### src/hw/rtl/gbn_pkg.sv
// ----------------------------------------------------------------------------
// gbn_pkg
// Shared types and constants for the go-back-N sender window.
// ----------------------------------------------------------------------------
package gbn_pkg;

    localparam int SEQ_W      = 32;
    localparam int LEN_W      = 7;
    localparam int SLOT_W     = 6;
    localparam int STATUS_W   = 2;
    localparam int WIN_W      = 4;
    localparam int MAX_WINDOW = 8;
    localparam int WIN_RESET  = 4;

    localparam int IN_TDATA_W  = 72;
    localparam int OUT_TDATA_W = 48;
    localparam int OUT_TUSER_W = 3;

    typedef enum logic [1:0] {
        CMD_SEND    = 2'd0,
        CMD_ACK     = 2'd1,
        CMD_TIMEOUT = 2'd2,
        CMD_UNKNOWN = 2'd3
    } cmd_t;

    localparam logic [STATUS_W-1:0] ST_OK      = 2'd0;
    localparam logic [STATUS_W-1:0] ST_FULL    = 2'd1;
    localparam logic [STATUS_W-1:0] ST_UNKNOWN = 2'd2;

    typedef struct packed {
        cmd_t             cmd;
        logic [SEQ_W-1:0] fseq;
        logic [SEQ_W-1:0] ack;
        logic [LEN_W-1:0] len;
        logic [WIN_W-1:0] win;
    } entry_t;

    typedef struct packed {
        logic                transmit;
        logic [SLOT_W-1:0]   slot;
        logic [SEQ_W-1:0]    seq;
        logic [LEN_W-1:0]    len;
        logic [STATUS_W-1:0] status;
    } result_t;

endpackage

### src/hw/rtl/go_back_n_sender_window_top.sv
// ----------------------------------------------------------------------------
// go_back_n_sender_window_top
// Go-back-N ARQ sender window: ring of frame descriptors, send/ack/timeout.
// ----------------------------------------------------------------------------
//  channel   dir  handshake            payload
//  s_axis    in   tvalid/tready        tuser: command; tdata: seq, ack, length
//  m_axis    out  tvalid/tready        tuser: transmit, status; tdata: slot,
//                                      seq, length; tlast: final result
//  cfg       in   cfg_we               cfg_wdata: window size
//
//  Send stores a frame; ack releases frames until a frame stops the walk;
//  timeout walks the outstanding frames (at most 8). The walk is paced by
//  the single registered read port of the slot memory.
//  Reset clears the ring counters; no memory clearing pass is needed.
//  A two-item queue takes input while the engine works or the output stalls.
// ----------------------------------------------------------------------------
module go_back_n_sender_window_top #(
    parameter int RING_DEPTH = 64
) (
    input  logic                                clk,
    input  logic                                rst_n,
    input  logic                                cfg_we,
    input  logic [gbn_pkg::WIN_W-1:0]           cfg_wdata,
    input  logic                                s_axis_tvalid,
    output logic                                s_axis_tready,
    // frame_seq[31:0], ack_number[63:32], frame_length[70:64], pad
    input  logic [gbn_pkg::IN_TDATA_W-1:0]      s_axis_tdata,
    // command[1:0]
    input  logic [1:0]                          s_axis_tuser,
    output logic                                m_axis_tvalid,
    input  logic                                m_axis_tready,
    // slot[5:0], tx_seq[37:6], tx_length[44:38], pad
    output logic [gbn_pkg::OUT_TDATA_W-1:0]     m_axis_tdata,
    // transmit[0], status[2:1]
    output logic [gbn_pkg::OUT_TUSER_W-1:0]     m_axis_tuser,
    output logic                                m_axis_tlast
);

    logic             q_full;
    logic             q_push;
    gbn_pkg::entry_t  q_in;
    logic             q_pop;
    logic             q_valid;
    gbn_pkg::entry_t  q_out;
    gbn_pkg::result_t res;

    gbn_front u_front (
        .clk       (clk),
        .rst_n     (rst_n),
        .cfg_we    (cfg_we),
        .cfg_wdata (cfg_wdata),
        .s_valid   (s_axis_tvalid),
        .s_ready   (s_axis_tready),
        .s_cmd     (s_axis_tuser),
        .s_fseq    (s_axis_tdata[31:0]),
        .s_ack     (s_axis_tdata[63:32]),
        .s_len     (s_axis_tdata[70:64]),
        .q_full    (q_full),
        .q_push    (q_push),
        .q_entry   (q_in)
    );

    gbn_queue u_queue (
        .clk        (clk),
        .rst_n      (rst_n),
        .push       (q_push),
        .push_entry (q_in),
        .full       (q_full),
        .pop        (q_pop),
        .pop_valid  (q_valid),
        .pop_entry  (q_out)
    );

    gbn_engine #(
        .RING_DEPTH (RING_DEPTH)
    ) u_engine (
        .clk      (clk),
        .rst_n    (rst_n),
        .q_valid  (q_valid),
        .q_pop    (q_pop),
        .q_entry  (q_out),
        .m_result (res),
        .m_last   (m_axis_tlast),
        .m_valid  (m_axis_tvalid),
        .m_ready  (m_axis_tready)
    );

    assign m_axis_tdata = {3'b000, res.len, res.seq, res.slot};
    assign m_axis_tuser = {res.status, res.transmit};

endmodule

### src/hw/rtl/gbn_front.sv
// ----------------------------------------------------------------------------
// gbn_front
// Input side: holds the window register, clamps it and decodes each item.
// ----------------------------------------------------------------------------
module gbn_front (
    input  logic                          clk,
    input  logic                          rst_n,
    input  logic                          cfg_we,
    input  logic [gbn_pkg::WIN_W-1:0]     cfg_wdata,
    input  logic                          s_valid,
    output logic                          s_ready,
    input  logic [1:0]                    s_cmd,
    input  logic [gbn_pkg::SEQ_W-1:0]     s_fseq,
    input  logic [gbn_pkg::SEQ_W-1:0]     s_ack,
    input  logic [gbn_pkg::LEN_W-1:0]     s_len,
    input  logic                          q_full,
    output logic                          q_push,
    output gbn_pkg::entry_t               q_entry
);

    logic [gbn_pkg::WIN_W-1:0] window_reg;
    logic [gbn_pkg::WIN_W-1:0] window_next;
    logic [gbn_pkg::WIN_W-1:0] win_eff;

    always_comb
    begin
        window_next = window_reg;
        if (cfg_we)
        begin
            window_next = cfg_wdata;
        end
    end

    always_ff @(posedge clk or negedge rst_n)
    begin
        if (!rst_n)
        begin
            window_reg <= gbn_pkg::WIN_W'(gbn_pkg::WIN_RESET);
        end
        else
        begin
            window_reg <= window_next;
        end
    end

    // effective window is 1..8
    always_comb
    begin
        if (window_reg == '0)
        begin
            win_eff = gbn_pkg::WIN_W'(1);
        end
        else if (window_reg > gbn_pkg::WIN_W'(gbn_pkg::MAX_WINDOW))
        begin
            win_eff = gbn_pkg::WIN_W'(gbn_pkg::MAX_WINDOW);
        end
        else
        begin
            win_eff = window_reg;
        end
    end

    always_comb
    begin
        q_entry.cmd  = gbn_pkg::cmd_t'(s_cmd);
        q_entry.fseq = s_fseq;
        q_entry.ack  = s_ack;
        q_entry.len  = s_len;
        q_entry.win  = win_eff;
    end

    assign s_ready = !q_full;
    assign q_push  = s_valid && !q_full;

endmodule

### src/hw/rtl/gbn_queue.sv
// ----------------------------------------------------------------------------
// gbn_queue
// Two-entry item queue between the front and the engine.
// ----------------------------------------------------------------------------
module gbn_queue (
    input  logic            clk,
    input  logic            rst_n,
    input  logic            push,
    input  gbn_pkg::entry_t push_entry,
    output logic            full,
    input  logic            pop,
    output logic            pop_valid,
    output gbn_pkg::entry_t pop_entry
);

    gbn_pkg::entry_t entries_reg [2];
    logic       wr_ptr_reg;
    logic       wr_ptr_next;
    logic       rd_ptr_reg;
    logic       rd_ptr_next;
    logic [1:0] count_reg;
    logic [1:0] count_next;
    logic       do_push;
    logic       do_pop;

    assign full      = (count_reg == 2'd2);
    assign pop_valid = (count_reg != 2'd0);
    assign pop_entry = entries_reg[rd_ptr_reg];
    assign do_push   = push && !full;
    assign do_pop    = pop && pop_valid;

    always_comb
    begin
        wr_ptr_next = wr_ptr_reg;
        rd_ptr_next = rd_ptr_reg;
        count_next  = count_reg;
        if (do_push)
        begin
            wr_ptr_next = !wr_ptr_reg;
        end
        if (do_pop)
        begin
            rd_ptr_next = !rd_ptr_reg;
        end
        if (do_push && !do_pop)
        begin
            count_next = count_reg + 2'd1;
        end
        else if (do_pop && !do_push)
        begin
            count_next = count_reg - 2'd1;
        end
    end

    always_ff @(posedge clk or negedge rst_n)
    begin
        if (!rst_n)
        begin
            wr_ptr_reg <= 1'b0;
            rd_ptr_reg <= 1'b0;
            count_reg  <= 2'd0;
        end
        else
        begin
            wr_ptr_reg <= wr_ptr_next;
            rd_ptr_reg <= rd_ptr_next;
            count_reg  <= count_next;
        end
    end

    always_ff @(posedge clk)
    begin
        if (do_push)
        begin
            entries_reg[wr_ptr_reg] <= push_entry;
        end
    end

endmodule

### src/hw/rtl/gbn_engine.sv
// ----------------------------------------------------------------------------
// gbn_engine
// Back end: slot memory, ring counters and the send / ack / timeout walker.
// ----------------------------------------------------------------------------
module gbn_engine #(
    parameter int RING_DEPTH = 64
) (
    input  logic              clk,
    input  logic              rst_n,
    input  logic              q_valid,
    output logic              q_pop,
    input  gbn_pkg::entry_t   q_entry,
    output gbn_pkg::result_t  m_result,
    output logic              m_last,
    output logic              m_valid,
    input  logic              m_ready
);

    localparam int IW = (RING_DEPTH > 1) ? $clog2(RING_DEPTH) : 1;
    localparam int CW = $clog2(2 * RING_DEPTH);
    localparam int SW = (IW > gbn_pkg::SLOT_W) ? IW : gbn_pkg::SLOT_W;
    localparam int XW = (CW > gbn_pkg::WIN_W) ? CW : gbn_pkg::WIN_W;
    localparam int MW = gbn_pkg::SEQ_W + gbn_pkg::LEN_W;
    localparam logic [CW-1:0] DEPTH_C = CW'(RING_DEPTH);
    localparam logic [CW-1:0] TWOD_C  = CW'(2 * RING_DEPTH);
    localparam logic [CW-1:0] WRAP_C  = CW'(2 * RING_DEPTH - 1);

    typedef enum logic [6:0] {
        S_IDLE     = 7'b0000001,
        S_TRY      = 7'b0000010,
        S_EMIT     = 7'b0000100,
        S_ACK_NEXT = 7'b0001000,
        S_ACK_CHK  = 7'b0010000,
        S_TO_CHK   = 7'b0100000,
        S_FINISH   = 7'b1000000
    } state_t;

    function automatic logic [CW-1:0] ctr_inc(input logic [CW-1:0] c);
        if (c == WRAP_C)
        begin
            return '0;
        end
        return c + CW'(1);
    endfunction

    function automatic logic [CW-1:0] ctr_diff(input logic [CW-1:0] a, input logic [CW-1:0] b);
        if (a >= b)
        begin
            return a - b;
        end
        return a - b + TWOD_C;
    endfunction

    function automatic logic [IW-1:0] ctr_slot(input logic [CW-1:0] c);
        logic [CW-1:0] t;
        t = (c >= DEPTH_C) ? (c - DEPTH_C) : c;
        return t[IW-1:0];
    endfunction

    // slot memory: {length, sequence}
    logic [MW-1:0] mem [RING_DEPTH];
    logic [MW-1:0] rd_data_reg;
    logic [IW-1:0] rd_addr_reg;
    logic          mem_we;
    logic [IW-1:0] mem_waddr;
    logic [MW-1:0] mem_wdata;
    logic          mem_re;
    logic [IW-1:0] mem_raddr;

    state_t                         state_reg, state_next;
    gbn_pkg::cmd_t                  cmd_reg, cmd_next;
    logic [gbn_pkg::SEQ_W-1:0]      fseq_reg, fseq_next;
    logic [gbn_pkg::SEQ_W-1:0]      ack_reg, ack_next;
    logic [gbn_pkg::WIN_W-1:0]      win_reg, win_next;
    logic [gbn_pkg::WIN_W-1:0]      cnt_reg, cnt_next;
    logic [CW-1:0]                  ptr_reg, ptr_next;
    logic [CW-1:0]                  oldest_reg, oldest_next;
    logic [CW-1:0]                  nts_reg, nts_next;
    logic [CW-1:0]                  free_reg, free_next;
    logic [gbn_pkg::STATUS_W-1:0]   status_reg, status_next;
    gbn_pkg::result_t               held_reg, held_next;
    logic                           held_valid_reg, held_valid_next;
    gbn_pkg::result_t               out_reg;
    logic                           out_last_reg;
    logic                           out_valid_reg;

    logic                           out_free;
    logic                           out_load;
    gbn_pkg::result_t               out_data_in;
    logic                           out_last_in;
    logic                           can_produce;
    logic                           produce;
    gbn_pkg::result_t               frame;
    gbn_pkg::result_t               idle_res;
    logic [CW-1:0]                  outstanding;
    logic [gbn_pkg::WIN_W-1:0]      cnt_init;
    logic                           try_ok;
    logic [SW-1:0]                  slot_ext;
    logic [gbn_pkg::SEQ_W-1:0]      rd_seq;
    logic [gbn_pkg::LEN_W-1:0]      rd_len;

    assign rd_seq   = rd_data_reg[gbn_pkg::SEQ_W-1:0];
    assign rd_len   = rd_data_reg[MW-1:gbn_pkg::SEQ_W];
    assign slot_ext = SW'(rd_addr_reg);

    assign out_free    = !out_valid_reg || m_ready;
    assign can_produce = !held_valid_reg || out_free;

    assign outstanding = ctr_diff(nts_reg, oldest_reg);
    assign try_ok      = (free_reg != nts_reg) && (XW'(outstanding) < XW'(win_reg));
    assign cnt_init    = (XW'(outstanding) > XW'(gbn_pkg::MAX_WINDOW)) ?
                         gbn_pkg::WIN_W'(gbn_pkg::MAX_WINDOW) : gbn_pkg::WIN_W'(outstanding);

    always_comb
    begin
        frame.transmit = 1'b1;
        frame.slot     = slot_ext[gbn_pkg::SLOT_W-1:0];
        frame.seq      = rd_seq;
        frame.len      = rd_len;
        frame.status   = gbn_pkg::ST_OK;

        idle_res.transmit = 1'b0;
        idle_res.slot     = '0;
        idle_res.seq      = '0;
        idle_res.len      = '0;
        idle_res.status   = status_reg;
    end

    always_comb
    begin
        state_next      = state_reg;
        cmd_next        = cmd_reg;
        fseq_next       = fseq_reg;
        ack_next        = ack_reg;
        win_next        = win_reg;
        cnt_next        = cnt_reg;
        ptr_next        = ptr_reg;
        oldest_next     = oldest_reg;
        nts_next        = nts_reg;
        free_next       = free_reg;
        status_next     = status_reg;
        q_pop           = 1'b0;
        mem_we          = 1'b0;
        mem_waddr       = ctr_slot(free_reg);
        mem_wdata       = {q_entry.len, q_entry.fseq};
        mem_re          = 1'b0;
        mem_raddr       = ctr_slot(oldest_reg);
        produce         = 1'b0;
        out_load        = 1'b0;
        out_data_in     = held_reg;
        out_last_in     = 1'b0;
        held_next       = held_reg;
        held_valid_next = held_valid_reg;

        case (state_reg)
            S_IDLE:
            begin
                if (q_valid)
                begin
                    q_pop       = 1'b1;
                    cmd_next    = q_entry.cmd;
                    fseq_next   = q_entry.fseq;
                    ack_next    = q_entry.ack;
                    win_next    = q_entry.win;
                    cnt_next    = cnt_init;
                    ptr_next    = oldest_reg;
                    status_next = gbn_pkg::ST_OK;
                    case (q_entry.cmd)
                        gbn_pkg::CMD_SEND:
                        begin
                            if (ctr_diff(free_reg, oldest_reg) >= DEPTH_C)
                            begin
                                status_next = gbn_pkg::ST_FULL;
                                state_next  = S_FINISH;
                            end
                            else
                            begin
                                mem_we     = 1'b1;
                                free_next  = ctr_inc(free_reg);
                                state_next = S_TRY;
                            end
                        end
                        gbn_pkg::CMD_ACK:
                        begin
                            if (cnt_init == '0)
                            begin
                                state_next = S_FINISH;
                            end
                            else
                            begin
                                mem_re     = 1'b1;
                                state_next = S_ACK_CHK;
                            end
                        end
                        gbn_pkg::CMD_TIMEOUT:
                        begin
                            if (cnt_init == '0)
                            begin
                                state_next = S_FINISH;
                            end
                            else
                            begin
                                mem_re     = 1'b1;
                                state_next = S_TO_CHK;
                            end
                        end
                        default:
                        begin
                            status_next = gbn_pkg::ST_UNKNOWN;
                            state_next  = S_FINISH;
                        end
                    endcase
                end
            end

            S_TRY:
            begin
                if (try_ok)
                begin
                    mem_re     = 1'b1;
                    mem_raddr  = ctr_slot(nts_reg);
                    nts_next   = ctr_inc(nts_reg);
                    state_next = S_EMIT;
                end
                else if (cmd_reg == gbn_pkg::CMD_ACK)
                begin
                    state_next = S_ACK_NEXT;
                end
                else
                begin
                    state_next = S_FINISH;
                end
            end

            S_EMIT:
            begin
                if (can_produce)
                begin
                    produce = 1'b1;
                    if (cmd_reg == gbn_pkg::CMD_ACK)
                    begin
                        state_next = S_ACK_NEXT;
                    end
                    else
                    begin
                        state_next = S_FINISH;
                    end
                end
            end

            S_ACK_NEXT:
            begin
                if (cnt_reg == '0)
                begin
                    state_next = S_FINISH;
                end
                else
                begin
                    mem_re     = 1'b1;
                    state_next = S_ACK_CHK;
                end
            end

            S_ACK_CHK:
            begin
                if (ack_reg < rd_seq)
                begin
                    state_next = S_FINISH;
                end
                else
                begin
                    oldest_next = ctr_inc(oldest_reg);
                    cnt_next    = cnt_reg - gbn_pkg::WIN_W'(1);
                    state_next  = S_TRY;
                end
            end

            S_TO_CHK:
            begin
                if ((rd_seq < fseq_reg) || can_produce)
                begin
                    produce  = (rd_seq >= fseq_reg);
                    cnt_next = cnt_reg - gbn_pkg::WIN_W'(1);
                    ptr_next = ctr_inc(ptr_reg);
                    if (cnt_reg == gbn_pkg::WIN_W'(1))
                    begin
                        state_next = S_FINISH;
                    end
                    else
                    begin
                        mem_re    = 1'b1;
                        mem_raddr = ctr_slot(ctr_inc(ptr_reg));
                    end
                end
            end

            S_FINISH:
            begin
                if (out_free)
                begin
                    out_load        = 1'b1;
                    out_last_in     = 1'b1;
                    out_data_in     = held_valid_reg ? held_reg : idle_res;
                    held_valid_next = 1'b0;
                    state_next      = S_IDLE;
                end
            end

            default:
            begin
                state_next = S_IDLE;
            end
        endcase

        // one result is held back until it is known whether it is the final one
        if (produce)
        begin
            if (held_valid_reg)
            begin
                out_load    = 1'b1;
                out_data_in = held_reg;
                out_last_in = 1'b0;
            end
            held_next       = frame;
            held_valid_next = 1'b1;
        end
    end

    always_ff @(posedge clk or negedge rst_n)
    begin
        if (!rst_n)
        begin
            state_reg      <= S_IDLE;
            oldest_reg     <= '0;
            nts_reg        <= '0;
            free_reg       <= '0;
            held_valid_reg <= 1'b0;
            out_valid_reg  <= 1'b0;
        end
        else
        begin
            state_reg      <= state_next;
            oldest_reg     <= oldest_next;
            nts_reg        <= nts_next;
            free_reg       <= free_next;
            held_valid_reg <= held_valid_next;
            if (out_load)
            begin
                out_valid_reg <= 1'b1;
            end
            else if (m_ready)
            begin
                out_valid_reg <= 1'b0;
            end
        end
    end

    always_ff @(posedge clk)
    begin
        cmd_reg    <= cmd_next;
        fseq_reg   <= fseq_next;
        ack_reg    <= ack_next;
        win_reg    <= win_next;
        cnt_reg    <= cnt_next;
        ptr_reg    <= ptr_next;
        status_reg <= status_next;
        held_reg   <= held_next;
        if (out_load)
        begin
            out_reg      <= out_data_in;
            out_last_reg <= out_last_in;
        end
    end

    always_ff @(posedge clk)
    begin
        if (mem_we)
        begin
            mem[mem_waddr] <= mem_wdata;
        end
        if (mem_re)
        begin
            rd_data_reg <= mem[mem_raddr];
            rd_addr_reg <= mem_raddr;
        end
    end

    assign m_result = out_reg;
    assign m_last   = out_last_reg;
    assign m_valid  = out_valid_reg;

endmodule
### config.mk
export PLATFORM = sky130hd
export DESIGN_NAME = go_back_n_sender_window_top
export DESIGN_NICKNAME = d
export VERILOG_FILES = /design/src/hw/rtl/gbn_pkg.sv /design/src/hw/rtl/go_back_n_sender_window_top.sv /design/src/hw/rtl/gbn_front.sv /design/src/hw/rtl/gbn_queue.sv /design/src/hw/rtl/gbn_engine.sv
export SDC_FILE = /design/constraint.sdc
export NUM_CORES = 2
export LEC_CHECK = 0
export BUFFER_PORTS_ARGS = -buffer_cell sky130_fd_sc_hd__buf_2
export CAP_MARGIN = 25
export CELL_PAD_IN_SITES_DETAIL_PLACEMENT = 0
export CELL_PAD_IN_SITES_GLOBAL_PLACEMENT = 1
export CORE_MARGIN = 3
export CORE_UTILIZATION = 31
export CTS_CLUSTER_SIZE = 14
export DETAILED_ROUTE_END_ITERATION = 16
export GPL_TIMING_DRIVEN = 0
export PLACE_DENSITY = 0.47
export SYNTH_ARGS = -nofsm -noshare
export SYNTH_HDL_FRONTEND = slang
export SYNTH_HIERARCHICAL = 1
export SYNTH_SLANG_ARGS = --single-unit
### constraint.sdc
create_clock -name clk -period 11.8 [get_ports clk]
set_input_delay 0.59 -clock clk [delete_from_list [all_inputs] [get_ports clk]]
set_output_delay 0.59 -clock clk [all_outputs]
set_load 0.005 [all_outputs]
==> run_results.csv <==
group,metric,value,unit
global_route,grt_pass1_wl,554.0,mm
hold_path,hold_class,"in2async",
power,total_power,29340,uW
floorplanning,dieArea,0.3790,sq mm
placement,preCtsSetupSlack,4.379,ns
worst_setup_path,slowest_stage,"nor4_2",
synth,synth-seq-cells,2910,
timing,fmax,133.6,MHz
timing,hold_violations,0,
flow_run,cap_violations,0,
finish,finalNonFillerCells,12513,
worst_setup_path,criticalPathCategory,"reg2reg",
timing,worst_slew_pin_slew,1.269,ns
synth,synth_ff_type,"edfxtp_1",
finish,fin_util,37.26,%
routing,firstDrtPassIters,6,
placement,port_buffers,59,
global_route,grt_use_total,21.00,%
timing,setup_viol,0,
clock_tree,cts_tree,"yes",
clock_tree,clk_path_buf_depth,4,
power,switching_share,30.10,%
routing,ant_nets,0,
power,p_leak,0.04539,uW
synth,ys_async_sr_fraction,1.306,%
power,powerDensity,213.2,mW/mm^2
worst_setup_path,critPathRequiredTime,12.37,ns
worst_setup_path,crit_buf_inv,7,
timing,fin_skew,0.06304,ns
routing,wire_per_inst,32.58,um
finish,layout_commonest_cell,"edfxtp_1",
global_route,grt_start_max_net_pins,66,
timing,fin_crit_sh,63.43,%
clock_tree,cts_buffers,337,
finish,fin_nets,7454,
finish,final_cell_mix,"edfxtp_1, nand2_1, mux4_2, clkbuf_16, nand3_1",
clock_tree,cts_num_sinks,2910,
floorplanning,core_area,0.3694,sq mm
placement,post-dp-hpwl,278.2,mm
finish,drive_gt1_share,20.89,%
timing,relSlewSlack,14.61,%
synth,avgSynthCellArea,17.54,sq um
worst_setup_path,cp.arrival,8.06,ns
worst_setup_path,worstSetupStartpointType,"flop",
synth,synth_edf_count,2872,
routing,vias,65797,
floorplanning,die_h,615.6,um
worst_setup_path,path_common_cell,"inv_1",
worst_setup_path,path_cells,"inv_1, ha_1, inv_1, fa_1, xnor2_1, inv_1, ha_1, o21ai_0, o21bai_1, o211ai_1, nand2_1, nor3_1, nor4_2, buf_4, inv_4, buf_2, buf_1, mux4_2, a22oi_1, and4_1, nand4b_1",
clock_tree,clk_pin_slew_worst_paths,0.06,ns
placement,place.gp.congestion,0.8575,
synth,synthCells,6568,
status,status,"complete, no violations",
global_route,grt_pass1_vias,64966,
power,switchingPower,8832,uW
clock_tree,cts_max_level,5,
worst_setup_path,path_max_fanout,10,
finish,areaGrowthSynthToFinish,19.47,%
clock_tree,clockRootBuffer,"clkbuf_16",
timing,fin_ws,4.315,ns
timing,slew_violations,0,
power,sequentialPowerShare,45.9,%
routing,drt-vias-per-instance,5.258,
synth,synth-seq-area-share,75.69,%
floorplanning,ios,137,
placement,dp.cells,11800,
worst_setup_path,crit_path_end_kind,"flop",
synth,synth_cell_types,80,
finish,stdcell_area,0.1376,sq mm
finish,largest_register_ffs,2496,
floorplanning,initial_core_util,31.18,%
power,intPower,20510,uW
floorplanning,core.rowCount,223,
synth,ys_warn_count,6,
clock_tree,clk_latency,0.95,ns
floorplanning,dieWidth,615.6,um
timing,finalCriticalPeriod,7.485,ns
routing,drt_iter0_drc,7463,
routing,wirelength,407.7,mm
finish,num-fill-cells,34576,
worst_setup_path,crit_family,"simple AND/OR/NAND/NOR gates",
power,p_clk_share,33.8,%
routing,drcViolationCount,0,
synth,netlist_area,0.1152,sq mm
global_route,grt_antenna_before_repair,44,
placement,placed_cell_area,0.1264,sq mm
power,combPwrFrac,20.3,%
global_route,grt-ovfl-total,0,
timing,rsz0062_at_grt,"false",
power,vdd_drop_max,0.1107,mV
worst_setup_path,slowest_delay,0.89,ns
-- stage by stage --
step                      hold slack [ns]  setup TNS (ns)
after detailed placement           0.4146               0
after global placement             0.4110          -9.335
after global routing              0.02906               0
final                             0.03265               0
after CTS                         0.09498               0
after floorplan                    0.2944               0
-- synthesized netlist by cell type (16+ instances only) --
library cell | instances | area, sq um
mux2i_1 | 94 | 940.9
a21o_1 | 26 | 195.2
a22oi_1 | 168 | 1261
buf_2 | 157 | 785.8
o2111ai_1 | 24 | 210.2
nor3_1 | 24 | 120.1
nor2b_1 | 54 | 337.8
buf_1 | 30 | 112.6
dfrtp_1 | 36 | 900.9
or4_1 | 22 | 165.2
edfxtp_1 | 2872 | 86240
nor4_1 | 67 | 419.2
mux2_4 | 20 | 300.3
a31oi_1 | 44 | 275.3
nor2_1 | 122 | 457.9
xnor2_1 | 17 | 148.9
o21ai_0 | 51 | 255.2
a21oi_1 | 74 | 370.4
a311oi_1 | 16 | 140.1
a2111oi_0 | 238 | 2085
nand4_1 | 54 | 337.8
and3_1 | 51 | 319.1
nand3_1 | 321 | 1607
clkbuf_1 | 159 | 596.8
mux2_2 | 60 | 675.7
inv_1 | 214 | 803.3
ha_1 | 90 | 1126
nand2_1 | 759 | 2849
buf_4 | 108 | 810.8
mux4_2 | 376 | 8468
-- worst reg2reg max path: stages (launching register included) --
cell and delay, ns:
dfrtp_1 0.43, inv_1 0.21, ha_1 0.21, inv_1 0.06, fa_1 0.40, xnor2_1 0.29
inv_1 0.08, ha_1 0.27, o21ai_0 0.07, o21bai_1 0.20, o211ai_1 0.26, nand2_1 0.23
nor3_1 0.09, nor4_2 0.89, buf_4 0.42, inv_4 0.16, buf_2 0.31, buf_1 0.50
mux4_2 0.45, a22oi_1 0.47, and4_1 0.74, nand4b_1 0.37
-- power by group through the flow --
stage          registers [uW]  logic [uW]  clock network (uW)
2_1_floorplan           13500        2980                   0
3_3_place_gp            13800        5500                   0
3_5_place_dp            13700        6010                   0
4_1_cts                 13500        6050               10200
5_1_grt                 13500        6390               10600
6_report                13500        5960                9910
-- final timing paths --
| check | start | endpoint | slack (ns) | cells after the start |
|---|---|---|---|---|
| max | u_engine/nts_reg[0] | u_engine/rd_data_reg[7] | 4.32 | 21 |
| min | rst_n | u_front/window_reg[1] | 0.03 | 2 |
| max reg2reg | u_engine/nts_reg[0] | u_engine/rd_data_reg[7] | 4.32 | 21 |
| min reg2reg | u_engine/rd_addr_reg[0] | u_engine/held_reg[41] | 0.42 | 0 |
| max in group asynchronous | rst_n | u_engine/state_reg[0] | 11.27 | 3 |
| min in group clk | s_axis_tvalid | u_queue/wr_ptr_reg | 0.17 | 4 |
-- repair_timing --
item                      4_1_cts  5_1_grt
resized for setup               0        0
hold endpoints to repair      188        0
setup buffers                   0        0
hold buffers                   83        0
-- area by class of cell --
class,count,area (sq um),share of cell area [%]
Antenna cell,20,50.05,0.03636
Buffer,462,2397,1.742
Clock buffer,423,8892,6.461
Clock inverter,179,1385,1.006
Inverter,218,823.3,0.5982
Multi-Input combinational cell,2980,25510,18.54
Sequential cell,2910,87200,63.35
Tap cell,4950,6193,4.500
Timing Repair Buffer,371,5185,3.767
-- logic make-up (layout without fill, tap and decap cells) --
| kind of cell | Yosys count | after routing | share of synthesized area, % |
|---|---|---|---|
| buffers and inverters | 680 | 1653 | 2.795 |
| other | 1 | 23 | 0.003255 |
| DFF | 2910 | 2910 | 75.69 |
| and+or+nand+nor | 1562 | 1562 | 6.343 |
| xor gates and xnor gates | 32 | 32 | 0.2433 |
| adders and majority gates | 91 | 91 | 0.9949 |
| muxes | 554 | 554 | 9.054 |
| AOI/OAI and AO/OA | 738 | 738 | 4.878 |
-- layer usage --
layer  track usage [%]  vias up  part of all wire [%]
met1             29.78    35476                    45
li1                  -    27676                     -
met5                 0        -                0.0071
met2             34.38     2209                    48
met4             4.392        4                   2.0
met3             2.947      432                   5.6
Power figures use the tool's default switching activity.
